$ cat src/hdl/crm_pkg.sv
// ----------------------------------------------------------------------------
// crm_pkg
// Shared types and constants of the compression rate monitor.
// ----------------------------------------------------------------------------
package crm_pkg;

    // Field widths of one input and one result transaction
    localparam int SAMPLE_W    = 12;
    localparam int TIME_W      = 32;
    localparam int RATE_W      = 9;
    localparam int IN_TDATA_W  = 48;
    localparam int OUT_TDATA_W = 16;
    localparam int TIME_LSB    = SAMPLE_W;
    localparam int RATE_LSB    = 2;

    // Configuration port
    localparam int CFG_ADDR_W  = 2;
    localparam int CFG_DATA_W  = 16;
    localparam int REFR_W      = 16;

    typedef enum logic [CFG_ADDR_W-1:0] {
        REG_THRESHOLD = 2'd0,
        REG_REFRACT   = 2'd1,
        REG_MIN_RATE  = 2'd2,
        REG_MAX_RATE  = 2'd3
    } cfg_reg_t;

    // Reset values of the configuration registers
    localparam logic [SAMPLE_W-1:0] THRESHOLD_RST = 12'd2000;
    localparam logic [REFR_W-1:0]   REFRACT_RST   = 16'd200;
    localparam logic [RATE_W-1:0]   MIN_RATE_RST  = 9'd100;
    localparam logic [RATE_W-1:0]   MAX_RATE_RST  = 9'd120;

    // Arithmetic constants
    localparam int                HISTORY_DEF = 10;
    localparam int                MS_PER_MIN  = 60000;
    localparam logic [RATE_W-1:0] RATE_SAT    = 9'd511;

endpackage

$ cat src/hdl/compression_rate_monitor_top.sv
// ----------------------------------------------------------------------------
// compression_rate_monitor_top
// Detects compressions in a sample stream and tracks their rate per minute.
// ----------------------------------------------------------------------------
// Every input transaction gives exactly one result transaction. A sample that
// is not a compression passes from S_EVAL to S_EMIT, which loads its result,
// with the held LED and rate, into the output register. A compression writes
// its timestamp into the stamp RAM; with fewer than two stored stamps it goes
// on from S_READ to S_EMIT. Otherwise the oldest stored stamp is read back: a
// zero span goes from S_SPAN straight to S_EMIT, and any other span runs a
// bit-serial restoring divider of NUM_W steps (20 at HISTORY = 10) followed
// by the multiply-compare steps S_CMPLO and S_CMPHI before S_EMIT, which
// holds until the output register is free. One item is worked on at a time
// and the next input can be taken in the cycle after a result is loaded. A
// new input is taken as soon as the previous result sits in the output
// register, even if that result has not been taken yet. The stamp RAM needs
// no clearing after reset, as only written entries are ever read.
module compression_rate_monitor_top
    import crm_pkg::*;
#(
    parameter int HISTORY = HISTORY_DEF
) (
    input  logic                   clk,
    input  logic                   rst_n,
    // Input stream
    input  logic                   s_tvalid,
    output logic                   s_tready,
    input  logic [IN_TDATA_W-1:0]  s_tdata,   // [11:0] sample, [43:12] time_ms
    // Result stream
    output logic                   m_tvalid,
    input  logic                   m_tready,
    output logic [OUT_TDATA_W-1:0] m_tdata,   // [0] led_on, [1] event_res, [10:2] rate_cpm
    // Configuration
    input  logic                   cfg_we,
    input  logic [CFG_ADDR_W-1:0]  cfg_addr,
    input  logic [CFG_DATA_W-1:0]  cfg_wdata
);

    localparam int IDX_W  = $clog2(HISTORY);
    localparam int CNT_W  = $clog2(HISTORY + 1);
    localparam int SUM_W  = CNT_W + 1;
    localparam int NUM_W  = $clog2(MS_PER_MIN * (HISTORY - 1) + 1);
    localparam int DCNT_W = $clog2(NUM_W + 1);
    localparam int PROD_W = TIME_W + RATE_W;

    typedef enum logic [3:0] {
        S_IDLE,
        S_EVAL,
        S_READ,
        S_SPAN,
        S_DIV,
        S_CMPLO,
        S_CMPHI,
        S_EMIT
    } state_t;

    // Control state
    state_t                state_reg, state_next;
    logic [IDX_W-1:0]      ws_reg, ws_next;
    logic [CNT_W-1:0]      count_reg, count_next;
    logic [TIME_W-1:0]     last_reg, last_next;
    logic                  led_reg, led_next;
    logic [RATE_W-1:0]     rate_reg, rate_next;
    logic                  evt_reg, evt_next;
    logic [DCNT_W-1:0]     dcnt_reg, dcnt_next;
    logic                  mv_reg, mv_next;
    logic                  out_led_reg, out_led_next;
    logic                  out_evt_reg, out_evt_next;
    logic [RATE_W-1:0]     out_rate_reg, out_rate_next;

    // Configuration registers
    logic [SAMPLE_W-1:0]   thr_reg;
    logic [REFR_W-1:0]     refr_reg;
    logic [RATE_W-1:0]     min_reg;
    logic [RATE_W-1:0]     max_reg;

    // Datapath
    logic [SAMPLE_W-1:0]   sample_reg, sample_next;
    logic [TIME_W-1:0]     time_reg, time_next;
    logic [NUM_W-1:0]      numer_reg, numer_next;
    logic [TIME_W-1:0]     span_reg, span_next;
    logic [TIME_W-1:0]     rem_reg, rem_next;
    logic [NUM_W-1:0]      quo_reg, quo_next;
    logic [NUM_W-1:0]      dvd_reg, dvd_next;
    logic                  lo_reg, lo_next;

    // Combinational helpers
    logic                  is_event;
    logic [TIME_W-1:0]     elapsed;
    logic [SUM_W-1:0]      oldest_sum;
    logic [IDX_W-1:0]      oldest_idx;
    logic [TIME_W-1:0]     span_now;
    logic [TIME_W:0]       rem_sh;
    logic                  rem_ge;
    logic [RATE_W-1:0]     mul_op;
    logic [PROD_W-1:0]     prod;
    logic [PROD_W-1:0]     numer_ext;

    // RAM ports
    logic                  ram_we;
    logic                  ram_re;
    logic [TIME_W-1:0]     ram_rdata;

    crm_ram #(
        .WIDTH (TIME_W),
        .DEPTH (HISTORY)
    ) u_stamp_ram (
        .clk   (clk),
        .we    (ram_we),
        .waddr (ws_reg),
        .wdata (time_reg),
        .re    (ram_re),
        .raddr (oldest_idx),
        .rdata (ram_rdata)
    );

    // Handshake and result packing
    assign s_tready = (state_reg == S_IDLE);
    assign m_tvalid = mv_reg;
    assign m_tdata  = {{(OUT_TDATA_W - RATE_W - 2){1'b0}}, out_rate_reg, out_evt_reg,
                       out_led_reg};

    // Event test: above threshold and past the refractory window
    assign elapsed  = time_reg - last_reg;
    assign is_event = (sample_reg > thr_reg) && (elapsed > TIME_W'(refr_reg));

    // Oldest stored stamp sits count slots behind the write slot
    assign oldest_sum = SUM_W'(ws_reg) + SUM_W'(HISTORY) - SUM_W'(count_reg);
    assign oldest_idx = (oldest_sum >= SUM_W'(HISTORY)) ?
                        IDX_W'(oldest_sum - SUM_W'(HISTORY)) : IDX_W'(oldest_sum);

    // Span from the oldest stamp to the newest one
    assign span_now = time_reg - ram_rdata;

    // One restoring divide step
    assign rem_sh = {rem_reg, dvd_reg[NUM_W-1]};
    assign rem_ge = (rem_sh >= {1'b0, span_reg});

    // Shared rate-by-span multiplier for the range check
    assign mul_op    = (state_reg == S_CMPHI) ? max_reg : min_reg;
    assign prod      = PROD_W'(mul_op) * PROD_W'(span_reg);
    assign numer_ext = PROD_W'(numer_reg);

    // Next-state and datapath logic
    always_comb
    begin
        state_next    = state_reg;
        ws_next       = ws_reg;
        count_next    = count_reg;
        last_next     = last_reg;
        led_next      = led_reg;
        rate_next     = rate_reg;
        evt_next      = evt_reg;
        dcnt_next     = dcnt_reg;
        mv_next       = mv_reg;
        out_led_next  = out_led_reg;
        out_evt_next  = out_evt_reg;
        out_rate_next = out_rate_reg;
        sample_next   = sample_reg;
        time_next     = time_reg;
        numer_next    = numer_reg;
        span_next     = span_reg;
        rem_next      = rem_reg;
        quo_next      = quo_reg;
        dvd_next      = dvd_reg;
        lo_next       = lo_reg;
        ram_we        = 1'b0;
        ram_re        = 1'b0;

        // Drop the result once it is taken
        if (m_tready)
        begin
            mv_next = 1'b0;
        end

        case (state_reg)
            S_IDLE:
            begin
                if (s_tvalid)
                begin
                    sample_next = s_tdata[SAMPLE_W-1:0];
                    time_next   = s_tdata[TIME_LSB +: TIME_W];
                    state_next  = S_EVAL;
                end
            end
            S_EVAL:
            begin
                if (is_event)
                begin
                    ram_we     = 1'b1;
                    ws_next    = (ws_reg == IDX_W'(HISTORY - 1)) ? '0 : ws_reg + IDX_W'(1);
                    count_next = (count_reg == CNT_W'(HISTORY)) ? count_reg :
                                 count_reg + CNT_W'(1);
                    last_next  = time_reg;
                    evt_next   = 1'b1;
                    state_next = S_READ;
                end
                else
                begin
                    evt_next   = 1'b0;
                    state_next = S_EMIT;
                end
            end
            S_READ:
            begin
                numer_next = NUM_W'(NUM_W'(MS_PER_MIN) * NUM_W'(count_reg - CNT_W'(1)));
                if (count_reg < CNT_W'(2))
                begin
                    rate_next  = '0;
                    led_next   = (min_reg != '0);
                    state_next = S_EMIT;
                end
                else
                begin
                    ram_re     = 1'b1;
                    state_next = S_SPAN;
                end
            end
            S_SPAN:
            begin
                span_next = span_now;
                if (span_now == '0)
                begin
                    rate_next  = RATE_SAT;
                    led_next   = 1'b1;
                    state_next = S_EMIT;
                end
                else
                begin
                    rem_next   = '0;
                    quo_next   = '0;
                    dvd_next   = numer_reg;
                    dcnt_next  = DCNT_W'(NUM_W);
                    state_next = S_DIV;
                end
            end
            S_DIV:
            begin
                rem_next  = rem_ge ? TIME_W'(rem_sh - {1'b0, span_reg}) : TIME_W'(rem_sh);
                quo_next  = {quo_reg[NUM_W-2:0], rem_ge};
                dvd_next  = {dvd_reg[NUM_W-2:0], 1'b0};
                dcnt_next = dcnt_reg - DCNT_W'(1);
                if (dcnt_reg == DCNT_W'(1))
                begin
                    state_next = S_CMPLO;
                end
            end
            S_CMPLO:
            begin
                lo_next    = (numer_ext < prod);
                state_next = S_CMPHI;
            end
            S_CMPHI:
            begin
                led_next   = lo_reg || (numer_ext > prod);
                rate_next  = (quo_reg > NUM_W'(RATE_SAT)) ? RATE_SAT : quo_reg[RATE_W-1:0];
                state_next = S_EMIT;
            end
            S_EMIT:
            begin
                // Hold until the output register is free
                if (!mv_reg || m_tready)
                begin
                    out_led_next  = led_reg;
                    out_evt_next  = evt_reg;
                    out_rate_next = rate_reg;
                    mv_next       = 1'b1;
                    state_next    = S_IDLE;
                end
            end
            default:
            begin
                state_next = S_IDLE;
            end
        endcase
    end

    // State and registered outputs
    always_ff @(posedge clk or negedge rst_n)
    begin
        if (!rst_n)
        begin
            state_reg    <= S_IDLE;
            ws_reg       <= '0;
            count_reg    <= '0;
            last_reg     <= '0;
            led_reg      <= 1'b0;
            rate_reg     <= '0;
            evt_reg      <= 1'b0;
            dcnt_reg     <= '0;
            mv_reg       <= 1'b0;
            out_led_reg  <= 1'b0;
            out_evt_reg  <= 1'b0;
            out_rate_reg <= '0;
        end
        else
        begin
            state_reg    <= state_next;
            ws_reg       <= ws_next;
            count_reg    <= count_next;
            last_reg     <= last_next;
            led_reg      <= led_next;
            rate_reg     <= rate_next;
            evt_reg      <= evt_next;
            dcnt_reg     <= dcnt_next;
            mv_reg       <= mv_next;
            out_led_reg  <= out_led_next;
            out_evt_reg  <= out_evt_next;
            out_rate_reg <= out_rate_next;
        end
    end

    // Datapath registers
    always_ff @(posedge clk)
    begin
        sample_reg <= sample_next;
        time_reg   <= time_next;
        numer_reg  <= numer_next;
        span_reg   <= span_next;
        rem_reg    <= rem_next;
        quo_reg    <= quo_next;
        dvd_reg    <= dvd_next;
        lo_reg     <= lo_next;
    end

    // Configuration writes
    always_ff @(posedge clk or negedge rst_n)
    begin
        if (!rst_n)
        begin
            thr_reg  <= THRESHOLD_RST;
            refr_reg <= REFRACT_RST;
            min_reg  <= MIN_RATE_RST;
            max_reg  <= MAX_RATE_RST;
        end
        else if (cfg_we)
        begin
            case (cfg_reg_t'(cfg_addr))
                REG_THRESHOLD: thr_reg  <= cfg_wdata[SAMPLE_W-1:0];
                REG_REFRACT:   refr_reg <= cfg_wdata[REFR_W-1:0];
                REG_MIN_RATE:  min_reg  <= cfg_wdata[RATE_W-1:0];
                REG_MAX_RATE:  max_reg  <= cfg_wdata[RATE_W-1:0];
                default:       thr_reg  <= thr_reg;
            endcase
        end
    end

    // Checks
    a_count_range: assert property (@(posedge clk) disable iff (!rst_n)
        count_reg <= CNT_W'(HISTORY))
        else $error("stored stamp count above history depth");

    a_slot_range: assert property (@(posedge clk) disable iff (!rst_n)
        ws_reg < IDX_W'(HISTORY - 1) || ws_reg == IDX_W'(HISTORY - 1))
        else $error("write slot outside the ring");

    a_div_nonzero: assert property (@(posedge clk) disable iff (!rst_n)
        state_reg == S_DIV |-> span_reg != '0)
        else $error("divider running on a zero span");

    a_one_at_a_time: assert property (@(posedge clk) disable iff (!rst_n)
        s_tvalid && s_tready |=> !s_tready)
        else $error("second transaction taken while one is in flight");

    a_event_counted: assert property (@(posedge clk) disable iff (!rst_n)
        state_reg == S_EVAL && is_event |=> count_reg != '0)
        else $error("compression recorded without a stored stamp");

endmodule

$ cat src/hdl/crm_ram.sv
// ----------------------------------------------------------------------------
// crm_ram
// Generic single-write, single-read RAM with a registered read port.
// ----------------------------------------------------------------------------
module crm_ram #(
    parameter int WIDTH = 32,
    parameter int DEPTH = 10
) (
    input  logic                     clk,
    input  logic                     we,
    input  logic [$clog2(DEPTH)-1:0] waddr,
    input  logic [WIDTH-1:0]         wdata,
    input  logic                     re,
    input  logic [$clog2(DEPTH)-1:0] raddr,
    output logic [WIDTH-1:0]         rdata
);

    logic [WIDTH-1:0] mem [DEPTH];

    // Write port and registered read port
    always_ff @(posedge clk)
    begin
        if (we)
        begin
            mem[waddr] <= wdata;
        end
        if (re)
        begin
            rdata <= mem[raddr];
        end
    end

endmodule

$ cat config.mk
export PLATFORM = sky130hd
export DESIGN_NAME = compression_rate_monitor_top
export DESIGN_NICKNAME = d
export VERILOG_FILES = /design/src/hdl/crm_pkg.sv /design/src/hdl/compression_rate_monitor_top.sv /design/src/hdl/crm_ram.sv
export SDC_FILE = /design/constraint.sdc
export NUM_CORES = 2
export LEC_CHECK = 0
export BUFFER_PORTS_ARGS = -buffer_cell sky130_fd_sc_hd__buf_2
export CAP_MARGIN = 20
export CORE_MARGIN = 10
export CORE_UTILIZATION = 58
export CTS_CLUSTER_DIAMETER = 100
export DETAILED_ROUTE_END_ITERATION = 7
export GPL_TIMING_DRIVEN = 0
export PLACE_DENSITY = 0.78
export SLEW_MARGIN = 20
export SYNTH_ARGS = -nofsm -noshare
export SYNTH_HDL_FRONTEND = slang
export SYNTH_HIERARCHICAL = 1
export SYNTH_SLANG_ARGS = --single-unit
export TNS_END_PERCENT = 100
$ cat constraint.sdc
create_clock -name clk -period 8.1 [get_ports clk]
set_clock_uncertainty 0.15 [all_clocks]
set_input_delay 0 -clock clk [delete_from_list [all_inputs] [get_ports clk]]
set_output_delay 0 -clock clk [all_outputs]
set_load 0.02 [all_outputs]
==> run summary <==
status -> complete, but fails checks
failing checks -> antenna violations
Min-Delay Path Class -> input pin to register
DIE AREA -> 0.0822 mm2
DRT Pass-1 Iters -> 6
H-tree lvl count -> 3
number of synthesis warnings -> 6
setup TNS -> 0 ns
Area growth syn-to-layout -> 15.7%
most common cell after layout, fill and taps aside -> edfxtp_1
CP peak stage delay -> 0.64 ns
CTS tree -> built
Core ar. -> 0.0703 mm2
Crit. End Element -> register
clk sinks -> 628
Tcrit/Tclk final -> 98.8%
gr usage total -> 25.6%
final WL -> 106000 um
grt ovf -> 0
fin area -> 0.0477 mm2
Ports -> 89
share of cells above drive strength 1 -> 15.1%
most frequent cells in the layout -> 511 x edfxtp_1, 470 x inv_1, 314 x nor2_1
Root Driver -> clkbuf_16
Die Y -> 287 um
first-pass GRT wire length -> 166000 um
Port Buffers -> 79
Async S/R FF share, synth -> 18.6%
placed cells -> 4740
Critical Path Source Type -> register
Fmax -> 125 MHz
Initial Util -> 58.7%
Synth Cell Area -> 0.0412 mm2
# DRC -> 0
Max FO, Critical Path -> 8
Yosys reg bits -> 628
Clk pin slew, worst setup/hold paths -> 0.07 ns
Worst Tran Pin Value -> 0.994 ns
gp weighted congestion -> 0.916
worst relative slew slack -> 33.7%
Max Slew Vio Count -> 0
ANT nets after route -> 1
DP Area -> 0.0433 mm2
Hold Fails Final Rpt -> 0
# fillers -> 4915
max reg flops -> 320
wire per inst -> 21.1 um
mean post-synth cell area -> 11.2 um2
Final Critical Period -> 8.00 ns
Cell variety after synth -> 84
Post-Layout Cell Count -> 5035
Setup WS pre-CTS -> -1.77 ns
Main synth FF type -> edfxtp_1
fin nets -> 4576
Arr. time, crit path -> 8.42 ns
Clock Tree Buf Depth -> 3
CP Class -> register to register
Clock Latency Late Sink -> 0.65 ns
worst setup margin -> 0.101 ns
1st-iter DRT viols -> 2697
Via Count -> 29700
Inserted Clock Buffers -> 69
largest net degree at the start of global routing -> 76
Top reg by flops -> u_stamp_ram/mem
Critical Path RT -> 8.52 ns
register area share after synthesis -> 44.4%
Slowest cell on crit path -> or4_4
initial antenna violation count -> 2
vias in the first global route -> 30500
row count -> 97
Die X-Extent -> 287 um
post-DP HPWL -> 74700 um
max cap viols -> 0
via density per instance -> 5.90
number of synthesized flops with an enable pin -> 511
Mapped Cells -> 3694
Final setup viols -> 0
worst reg2reg setup slack -> 0.10 ns
==> final timing paths <==
check                           cells past startpoint          end          from
worst max-delay path                               33      led_reg  state_reg[0]
worst min-delay path                                4   thr_reg[2]  cfg_wdata[2]
worst max register to register                     33      led_reg  state_reg[0]
worst min register to register                      2  last_reg[0]   last_reg[0]
max in group asynchronous                           4   max_reg[6]         rst_n
min in group asynchronous                           3  thr_reg[10]         rst_n
==> critical path: cells and delay by family, from the launching register on <==
kind / cells / cell delay, ns
AO/OA/AOI/OAI: 5 / 0.97
flip-flops: 1 / 0.38
AND/OR/NAND/NOR: 14 / 2.76
buffers and inverters: 6 / 0.67
XOR/XNOR: 1 / 0.11
adder cells (fa/ha/maj): 6 / 2.65
multiplexers: 1 / 0.25
==> routing by layer <==
metal / global-route usage [%] / vias up / part of all wire (%)
li1: - / 13600 / -
met1: 32.0 / 14700 / 40
met2: 43.8 / 1145 / 49
met3: 4.09 / 256 / 6.5
met4: 10.5 / 0 / 4.6
met5: 0 / - / 0
==> cell type report <==
cell class	instances	area (um2)	share of cell area (%)
inverters	472	1770	3.71
well taps	940	1180	2.47
flip-flops and latches	628	18300	38.3
diodes	7	17.5	0.0367
multi-input cells	2473	21100	44.1
plain buffers	124	699	1.47
clock buffers	85	1850	3.87
clock inverters	40	489	1.03
repair buffers	266	2350	4.93
==> cell usage after synthesis, types with 17 or more instances <==
library cell    n  area, um2
nand2b_1       24        150
nand4_1        35        219
fa_1          228       4560
xor2_1         45        394
nor2b_1        27        169
a22o_1         33        289
nor2_1        324       1220
mux2_2        175       1970
ha_1          243       3040
o21a_1         22        165
nand3_1        28        140
o31ai_2        31        388
dfrtp_1       101       2530
nand2_1       315       1180
a21oi_1       149        746
o21bai_1       23        173
xnor2_1        71        622
and2_1         41        257
or3_1          17        106
a211oi_1       24        180
o22ai_1        39        244
edfxtp_1      511      15300
inv_1         472       1770
mux2i_1       124       1240
nor3_1         45        225
a21o_1         61        458
nor4_1         20        125
clkbuf_1       91        342
o21ai_0       112        561
==> stage by stage <==
step / hold slack [ns] / util (%)
3_5_place_dp: -0.192 / 61.6
3_3_place_gp: 0.0264 / 60.9
5_1_grt: 0.0597 / 67.9
2_1_floorplan: -0.446 / -
6_report: 0.0330 / 67.9
4_1_cts: 0.0204 / 67.1
==> cells by family after synthesis <==
logic type,after synthesis,share of synthesized area (%)
AO/OA/AOI/OAI,621,10.4
XOR/XNOR,116,2.46
adder cells (fa/ha/maj),471,18.4
buffers and inverters,597,5.76
flip-flops,628,44.4
multiplexers,305,7.95
other,1,0.00909
AND/OR/NAND/NOR,955,10.6
==> timing repair <==
item / CTS / global route
setup buffers: 12 / 24
gates cloned: 0 / 2
resized for setup: 48 / 92
setup endpoints to repair: 2 / 320
hold buffers: 126 / 0
endpoints found under the hold margin: 256 / 0
pin swaps: 4 / 39
Power is not shown: default switching activity piles up to over one toggle a cycle in this logic, so the estimate is an artifact.
